[config.mk]
export PLATFORM = sky130hd
export DESIGN_NAME = fbba_find
export DESIGN_NICKNAME = d
export VERILOG_FILES = /design/src/rtl/core/fbba_pkg.sv /design/src/rtl/core/fbba_find.sv
export SDC_FILE = /design/constraint.sdc
export NUM_CORES = 1
export LEC_CHECK = 0
export BUFFER_PORTS_ARGS = -buffer_cell sky130_fd_sc_hd__buf_2
export CAP_MARGIN = 20
export CELL_PAD_IN_SITES_DETAIL_PLACEMENT = 0
export CELL_PAD_IN_SITES_GLOBAL_PLACEMENT = 2
export CORE_ASPECT_RATIO = 2
export CORE_MARGIN = 10
export CORE_UTILIZATION = 29
export DETAILED_ROUTE_END_ITERATION = 16
export MAX_ROUTING_LAYER = met4
export PLACE_DENSITY_LB_ADDON = 0.1
export SLEW_MARGIN = 20
export SYNTH_ARGS = -nofsm -noshare
export SYNTH_HDL_FRONTEND = slang
export SYNTH_SLANG_ARGS = --single-unit
export TNS_END_PERCENT = 5
[constraint.sdc]
create_clock -name vclk -period 5.14
set_input_delay 0.514 -clock vclk [all_inputs]
set_output_delay 0.514 -clock vclk [all_outputs]
set_load 0.03 [all_outputs]
[src/rtl/core/fbba_pkg.sv]
`timescale 1ns / 1ps

package fbba_pkg;

    localparam int WORD_BITS  = 64;
    localparam int WORD_BYTES = 8;
    localparam int SCAN_W     = 10;   // holds the word count of the largest map in use
    localparam int MAP_W      = 12;

    localparam logic [MAP_W-1:0] BYTES_CAP = 12'd4092;
    localparam logic [7:0] FIRST_BYTE = 8'h1F;
    localparam logic [7:0] FULL_BYTE  = 8'hFF;

    // byte 0 sits in the low bits of word 0
    localparam logic [WORD_BITS-1:0] FIRST_WORD = {{(WORD_BYTES - 1){FULL_BYTE}}, FIRST_BYTE};
    localparam logic [WORD_BITS-1:0] FULL_WORD  = {WORD_BYTES{FULL_BYTE}};

    localparam logic [1:0] FUNC_ALLOC = 2'd0;
    localparam logic [1:0] FUNC_FREE  = 2'd1;
    localparam logic [1:0] FUNC_INIT  = 2'd2;

    localparam logic [1:0] STATUS_DONE  = 2'd0;
    localparam logic [1:0] STATUS_FULL  = 2'd1;
    localparam logic [1:0] STATUS_RANGE = 2'd2;

    typedef enum logic [2:0] {
        S_FILL,
        S_IDLE,
        S_SCAN,
        S_ALLOC_WR,
        S_FREE_RD,
        S_FREE_WR,
        S_DONE
    } state_t;

    typedef struct packed {
        logic       hit;
        logic [5:0] pos;      // bit index inside the 64-bit word
        logic [5:0] offset;   // block offset inside the word, msb of byte 0 first
    } find_t;

endpackage

[src/rtl/core/fbba_find.sv]
`timescale 1ns / 1ps

module fbba_find
(
    input  logic [fbba_pkg::WORD_BITS-1:0] word,
    input  logic [12:0]                    base_byte,
    input  logic [fbba_pkg::MAP_W-1:0]     n_bytes,
    output fbba_pkg::find_t                res
);

    logic [7:0] masked [fbba_pkg::WORD_BYTES];
    logic [7:0] sel_byte;
    logic [2:0] sel_j;
    logic [2:0] sel_b;
    logic       hit;
    logic       bhit;

    always_comb
    begin
        hit   = 1'b0;
        sel_j = 3'd0;
        for (int j = 0; j < fbba_pkg::WORD_BYTES; j++)
        begin
            // bytes past the map in use never match
            if ((base_byte + 13'(j)) < {1'b0, n_bytes})
            begin
                masked[j] = word[8*j +: 8];
            end
            else
            begin
                masked[j] = 8'd0;
            end
            if (!hit && masked[j] != 8'd0)
            begin
                hit   = 1'b1;
                sel_j = 3'(j);
            end
        end

        sel_byte = masked[sel_j];
        bhit     = 1'b0;
        sel_b    = 3'd0;
        for (int b = 0; b < 8; b++)
        begin
            if (!bhit && sel_byte[7-b])
            begin
                bhit  = 1'b1;
                sel_b = 3'(b);
            end
        end

        res.hit    = hit;
        res.offset = {sel_j, sel_b};
        res.pos    = {sel_j, ~sel_b};
    end

endmodule
# Yosys cells after proc, flatten, opt, wreduce, memory -nomap -nowiden
# Index checks and enable logic that the tools add are counted.
[word_totals]
latch_bits = 0
rom_bits = 0
mem_count = 0
inputBits = 89
elab_cells = 94
ram_bits = 0
output_inout_bits = 13
regBits = 0
[op_classes]
add_sub_neg = 7
n_reduce_logical = 36
shift = 0
n_mul = 0
n_lt_le_gt_ge = 9
div_mod_pow = 0
bitwise_logic = 2
n_eq_ne = 0
muxes = 40
[op_table]
columns = ["op", "count"]
rows = [
  ["less-than comparator 13 x 12 -> 1 bit", 8],
  ["2-to-1 mux 8 bit", 10],
  ["nonzero test 8 bit", 8],
  ["adder 13 x 3 -> 13 bit, second input constant", 4],
  ["2-to-1 mux 3 bit", 12],
  ["adder 13 x 2 -> 13 bit, second input constant", 2],
  ["binary-select mux 8 bit (select 3 bit)", 1],
  ["2-to-1 mux 1 bit", 17],
  ["logical AND 1 bit", 14],
  ["logical NOT 1 bit", 14],
  ["adder 13 x 1 -> 13 bit, second input constant", 1],
  [">= comparator 4 bit, second input constant", 1],
  ["inverter 3 -> 4 bit", 1],
  ["inverter 3 bit", 1],
]

# Longest topological paths before layout
# Gate-level depths: netlist (run 1).
[depth]
depth_word = 52
mapped_depth = 22
mapped_depth_nobuf = 19

# Least setup slack after synthesis (run 1)
# OpenSTA, ideal clock, no wires.
[synth_path]
path_kind = "input to output"
start = "input port base_byte[2]"
end = "output port res[2] (netlist name)"
slack_ns = -0.521
stages = 20
arrival_ns = 5.147
path_buffers = 3
required_time_ns = 4.626
cell_sequence = "clkbuf_1 inv_1 ha_1 a21oi_2 nor2_1 xor2_1 ha_1 a211oi_1 o211ai_1 a211o_1 a311oi_4 and2_1 a21o_4 a31oi_4 inv_4 buf_6 buf_8 a31oi_1 or4_1 a41oi_1"
[synth_rtl]
columns = ["item", "line_no", "text"]
rows = [
  ["start, declared", "fbba_find.sv:6", "input logic [12:0] base_byte,"],
  ["end, declared", "fbba_find.sv:8", "output fbba_pkg::find_t res"],
]

==> results list, run 1 <==
- Placed Area: ~0.0063 sq mm
- After clock tree synthesis, the flow added hold-fix buffers numbering 0.
- Static timing analysis puts the maximum clock frequency at 0.185 GHz.
* Global-route wire length before repair: 35,100 um
- Across every metal layer, demand over resource in global routing totals 22.4%.
- Unique cell type count in the Yosys netlist: 75
* Final instance area: around 0.0070 sq mm
- HPWL after DPL: 20,700 um
- The floorplan step defined a core boundary enclosing roughly 0.015 sq mm.
- Drc violations: 0
- Violated checks: setup timing
- After global routing the overflow that remains totals 0.
* Residual antenna-violating net count after detailed routing: 0
- Final weighted congestion of routability-driven global placement: between 0.9 and 1
* Post-synthesis cell area: 0.00440 sq mm
- The critical path in this run is classified as in -> out.
- STA classifies the critical path startpoint as an input port.
* Setup Viol. Count Final: 6
- Port buffering added slightly above 100 buffers.
* Mean instance size in the synthesized netlist: 7.49 sq um
- The number of antenna violations at the first check in global routing came to 0.
* Number of clock buffers in the layout: 0
- Hold/Removal Path Class: in -> out
- The analysis attributes to net switching a power of 523 uW.
* Die ar.: 0.0208 sq mm
- Library cell contributing the largest single delay on the critical path: sky130_fd_sc_hd__nor4_4
- Among all cell types in the netlist, the one instantiated most often is sky130_fd_sc_hd__ha_1.
* Relative contribution of the clock network to total power: 0%
- Final sum of negative setup slack: -1.31 ns
- Max-cap violations: 0
* CP most frequent cell: sky130_fd_sc_hd__buf_4
- In this run the power density over the cells is between 100 and 150 mW/mm^2.
- In this run the static leakage power is between 0.003 and 0.004 uW.
* Chip Width: between 100 and 150 um
- The worst setup path is captured at an output port.
* Vias after detailed routing: 5,590
- Post-Place Setup Slack: -0.819 ns
* Via count of the first global-routing pass: about 6,000
* Number of DRC markers in iteration 0: 168
- Drt first pass iters: 5
- Of the cells placed in the final design, the portion with a size suffix greater than 1 is approximately 45%.
* Switching share of power: between 50% and 60%
* Row cnt: 63
* Buffers and inverters on the worst path: 10
- Number of inserted diodes: 0
- The cell family contributing the most delay on the critical path is buffers and inverters.
* Sequential share of power: 0%
- The total count of max-transition violations in the final report came to 0.
- For the finished layout, the period the worst path requires is between 5 and 6 ns.
- Ports placed on the boundary: 102
- Once placement completed, the tool counted placed cells totaling around 1,000.
* Area leader, netlist: sky130_fd_sc_hd__ha_1
- Internal power comes to between 400 and 500 uW.
* Cells after synthesis: between 500 and 600
- Register cell area after layout: 0 sq um
- Ranked by total cell area, the synthesized netlist is headed by sky130_fd_sc_hd__ha_1 (27%), sky130_fd_sc_hd__xor2_1 (7.0%), sky130_fd_sc_hd__xnor2_1 (6.8%).
- Share of the synthesized area in the top cell type: a little over a quarter
* Initial Utilization: 29.6%
- By count the netlist is led by sky130_fd_sc_hd__ha_1 (94), sky130_fd_sc_hd__nand2_1 (57), sky130_fd_sc_hd__xor2_1 (35).
- After detailed routing, the total wire length is about 23,000 um.
* Final number of hold-violating endpoints: 0
* Final Cycle Share: 105%
- Setup repair after global routing could not meet its margin everywhere.
- Drt via density: about 5.4
* Highest net fanout along the worst path: 7
- Dividing the detail-routed wire length by the instance count gives 22.5 um.
* YS warnings: 0
* Post-synthesis net count: 771
- Once routing completed, OpenROAD measured the worst setup slack at -0.260 ns.
- Data arrival, critical path: 4.89 ns
- Slowest Stage Delay on Critical Path: 0.42 ns
- Gate power share: between 90% and 100%
- Peak supply drop: approximately 0.045 mV
* Height of the die: around 190 um
* Fraction of the yosys area taken by sequential cells: 0%
- Measured against its own limit, the worst slew margin works out to 56.9%.
- At the pin with the least slew margin, the transition time is 0.640 ns.
- Final nets: just over 1,000
* FF+latch count: 0
* Worst hold slack: 1.80 ns
- The area growth from synthesis to layout is 58.3%.
- Required time reported for the critical path endpoint: between 4 and 5 ns
- Maximum number of pins on one net before global-route repair: 11
- The flow ran to the end, but the final reports show violations.
- Non-filler cells in the finished layout: just over 1,000
metal layers:
| layer | routed length, um | GRT usage [%] |
|---|---|---|
| met5 | 0 | - |
| met4 | 2030 | 14.7 |
| met3 | 619 | 1.63 |
| met2 | 13700 | 45.8 |
| met1 | 7000 | 17.6 |
cell usage in the layout, fill, tap and decap left out, types with 4 or more instances in the layout:
master	Yosys	layout
sky130_fd_sc_hd__xnor2_1	34	33
sky130_fd_sc_hd__and3_4	0	4
sky130_fd_sc_hd__nor3_1	10	7
sky130_fd_sc_hd__xor2_1	35	34
sky130_fd_sc_hd__a21oi_4	0	4
sky130_fd_sc_hd__buf_2	4	91
sky130_fd_sc_hd__a31o_2	6	6
sky130_fd_sc_hd__buf_4	7	173
sky130_fd_sc_hd__nand2b_1	7	6
sky130_fd_sc_hd__a21oi_1	33	27
sky130_fd_sc_hd__nor3_2	3	6
sky130_fd_sc_hd__a211o_1	5	4
sky130_fd_sc_hd__a31oi_1	16	14
sky130_fd_sc_hd__a21o_1	16	15
sky130_fd_sc_hd__buf_6	3	15
sky130_fd_sc_hd__inv_1	22	20
sky130_fd_sc_hd__o21ai_0	15	13
sky130_fd_sc_hd__o211ai_1	7	7
sky130_fd_sc_hd__a21oi_2	2	4
sky130_fd_sc_hd__nand4_1	9	9
sky130_fd_sc_hd__a221oi_4	0	5
sky130_fd_sc_hd__nand2_1	57	57
sky130_fd_sc_hd__a211oi_1	10	7
sky130_fd_sc_hd__and2_1	11	8
sky130_fd_sc_hd__and3_1	13	9
sky130_fd_sc_hd__ha_1	94	88
sky130_fd_sc_hd__o21a_1	5	5
sky130_fd_sc_hd__and2_4	2	5
sky130_fd_sc_hd__nor4_1	21	17
sky130_fd_sc_hd__nor2_1	33	26
sky130_fd_sc_hd__nand3_1	24	21
sky130_fd_sc_hd__nor2_2	0	4
final timing paths:
check,end,slack (ns),cells past startpoint,startpoint
min,res[2],1.80,7,word[8]
max,res[8],-0.26,26,base_byte[2]
power groups by stage:
stage / Sequential, uW / Clock [uW] / Combinational (uW)
after global placement: 0 / 0 / 854
after CTS: 0 / 0 / 961
after global routing: 0 / 0 / 1060
final: 0 / 0 / 987
after detailed placement: 0 / 0 / 865
after floorplan: 0 / 0 / 506
cells by family after synthesis:
group / after synthesis / share of synthesized area [%]
adders and majority gates: 94 / 26.7
xor gates and xnor gates: 69 / 13.7
and+or+nand+nor: 212 / 25.7
buffers and inverters: 50 / 5.80
AOI/OAI and AO/OA: 163 / 28.0
repair_timing:
action                     4_1_cts  5_1_grt
setup endpoints to repair        6        6
setup buffers                   27        5
pin swaps                       35       18
resized for setup               68       26
metrics by stage:
| stage | total power [uW] | utilization (%) |
|---|---|---|
| floorplan | 506 | - |
| global placement | 854 | 42.5 |
| detailed placement | 865 | 42.5 |
| CTS | 961 | 45.7 |
| global route | 1060 | 46.8 |
| finish | 987 | 46.8 |
layout make-up:
cell class	instances	area [sq um]
Fill cell	1596	7930
Inverter	23	96.3
Tap cell	195	244
Timing Repair Buffer	283	1980
Multi-Input combinational cell	538	4650
Power figures use the tool's default switching activity.
==> run 2, diff against run 1 <==
--- a/config.mk
+++ b/config.mk
@@ -13,6 +13,7 @@
 export CORE_MARGIN = 10
 export CORE_UTILIZATION = 29
 export DETAILED_ROUTE_END_ITERATION = 16
+export GPL_TIMING_DRIVEN = 0
 export MAX_ROUTING_LAYER = met4
 export PLACE_DENSITY_LB_ADDON = 0.1
 export SLEW_MARGIN = 20
==> results list, run 2 (synthesized netlist as in run 1, its figures left out) <==
* Status: complete, but fails checks
- Highest net fanout along the worst path: 6
* Final weighted congestion of routability-driven global placement: 0.943
- HPWL after DPL: 17,500 um
- Summed over all layers, the global routing overflow is 0.
- Maximum number of pins on one net before global-route repair: 12
* Filler cell count in the final layout: between 1,500 and 2,000
- The number of antenna violations at the first check in global routing came to 0.
* Final Worst Setup Slack: -0.247 ns
- between 100 and 150 I/O pins were placed.
- Input and output buffers added on the ports amount to 101.
- Drt first pass iters: 5
- The count of final hold-check violations was 0.
- In this run the worst setup path terminates at res[7].
* CORE AREA: approximately 0.015 sq mm
- Setup repair after global routing could not meet its margin everywhere.
- Number of DRC markers in iteration 0: approximately 190
* Most frequent cells in the layout: sky130_fd_sc_hd__buf_2 (93), sky130_fd_sc_hd__ha_1 (86), sky130_fd_sc_hd__buf_4 (77)
- Wires add up to between 20,000 and 25,000 um.
* Layout area overhead: 52.7%
* Type of the worst setup path: in -> out
- The final layout contains between 900 and 1,000 nets.
* Count of final max-slew check failures: 0
* Chip Width: about 110 um
* Max-cap violations: 0
- Height of the die: slightly below 200 um
* Category of the worst setup path launch point: input port
- For the worst setup path, the data required time is about 4.6 ns.
- Peak supply drop: approximately 0.046 mV
* Setup Viol. Count Final: 6
- Worst-margin pin slew: 0.759 ns
- Die ar.: 0.0208 sq mm
- For this design the ratio of total power to cell area is between 100 and 150 mW/mm^2.
* Hold bufs inserted after CTS: 0
- FF+latch count: 0
- Register cell area after layout: 0 sq um
- The worst setup path is captured at an output port.
- The number of global-route vias before repair came to around 5,500.
* Residual antenna-violating net count after detailed routing: 0
* Row cnt: 63
* Leakage: between 0.002 and 0.003 uW
- The smallest clock period supported by the final layout is computed as 5.39 ns.
- Vias after detailed routing: about 5,400
- The path class of the tightest hold or removal check is in -> out.
* Most common cell after layout, fill and taps aside: sky130_fd_sc_hd__buf_2
- Post-Place Setup Slack: -1.68 ns
* FMAX: about 0.19 GHz
- The initial utilization of the core area, before any placement, comes to between 20% and 30%.
* Worst slew margin relative to its limit: between 40% and 50%
- Avg WL per Cell: about 22 um
* Fraction of final layout cells sized beyond drive strength 1: between 40% and 50%
* Violated checks: setup timing
- In the final timing run, aggregate negative setup slack is -1.20 ns.
* Overall fraction of global-route tracks in use: 19.4%
- In the routed layout, each cell is associated on average with a via count of between 5 and 6.
- Final Cycle Share: 105%
- Summing all multi-input logic gate instances after layout gives between 0.004 and 0.005 sq mm.
* Overall power after layout: 947 uW
- The layout has 0 clock buffers.
- At the worst endpoint, the arrival time is 4.87 ns.
* Startpoint of the worst setup timing path: base_byte[3]
- Global-route wire length before repair: between 30,000 and 40,000 um
- After detailed routing, the number of remaining DRC violations is 0.
* Number of inserted diodes: 0
## run 2: changes by cell type in the layout (fill, tap and decap cells not counted), moves of 4 or more
cell	delta
sky130_fd_sc_hd__nand2_2	+5
sky130_fd_sc_hd__nor2_1	-4
sky130_fd_sc_hd__nand2_1	-6
sky130_fd_sc_hd__buf_12	+4
sky130_fd_sc_hd__a31oi_1	-4
sky130_fd_sc_hd__buf_4	-96
## run 2: worst min-delay path by stage
stage	from	cells after the start	end	slack, ns
2_1_floorplan	word[47]	4	res[1]	1.42
3_3_place_gp	word[24]	6	res[2]	1.76
3_5_place_dp	word[8]	6	res[2]	1.76
4_1_cts	word[10]	5	res[2]	1.73
5_1_grt	word[8]	7	res[2]	1.81
6_report	word[24]	7	res[2]	1.77
## run 2: critical path: stages
cell                        delay (ns)
sky130_fd_sc_hd__buf_12           0.09
sky130_fd_sc_hd__clkbuf_16        0.11
sky130_fd_sc_hd__and2_4           0.16
sky130_fd_sc_hd__nand3_4          0.13
sky130_fd_sc_hd__buf_6            0.15
sky130_fd_sc_hd__nor2_4           0.15
sky130_fd_sc_hd__nand2_2          0.09
sky130_fd_sc_hd__xnor2_2          0.14
sky130_fd_sc_hd__ha_1             0.32
sky130_fd_sc_hd__and3_4           0.17
sky130_fd_sc_hd__o2111ai_2        0.06
sky130_fd_sc_hd__a31oi_2          0.08
sky130_fd_sc_hd__or3_4            0.42
sky130_fd_sc_hd__a32o_2           0.28
sky130_fd_sc_hd__and2_4           0.19
sky130_fd_sc_hd__a31oi_4          0.18
sky130_fd_sc_hd__inv_4            0.07
sky130_fd_sc_hd__buf_12           0.14
sky130_fd_sc_hd__buf_12           0.14
sky130_fd_sc_hd__a221oi_4         0.44
sky130_fd_sc_hd__nor4_4           0.08
sky130_fd_sc_hd__a211o_1          0.36
sky130_fd_sc_hd__a21o_4           0.22
sky130_fd_sc_hd__buf_4            0.16
## run 2: power by group
group / internal, uW / switching, uW / total, uW
registers: 0 / 0 / 0
logic: 427 / 520 / 947
clock network: 0 / 0 / 0
## run 2: per-stage QoR
stage,hold slack [ns],area (sq um),util (%),cells
floorplan,1.42,4610,-,588
global route,1.81,6720,45.1,955
detailed placement,1.76,5360,36.0,884
CTS,1.73,6100,41.0,913
finish,1.77,6720,45.1,955
global placement,1.76,5360,36.0,884
## run 2: timing repair
item,CTS,global route
buffers inserted,28,43
gates resized for setup,93,74
endpoints found under the setup margin,8,6
cloned,2,1
pin swaps,31,56
hold endpoints to repair,0,0
## run 2: cell type report
cell class	count	share of cell area (%)
buffer	26	4.56
timing repair buffer	173	17.4
inverter	23	1.56
tap	195	3.63
multi-input combinational	538	72.8
## run 2: routing by layer
metal,up-vias,part of all wire [%],global-route usage (%)
met2,167,61,41.5
met5,-,0,-
met1,2559,30,14.8
met3,56,3.3,1.50
met4,0,5.7,8.95
li1,2582,-,-
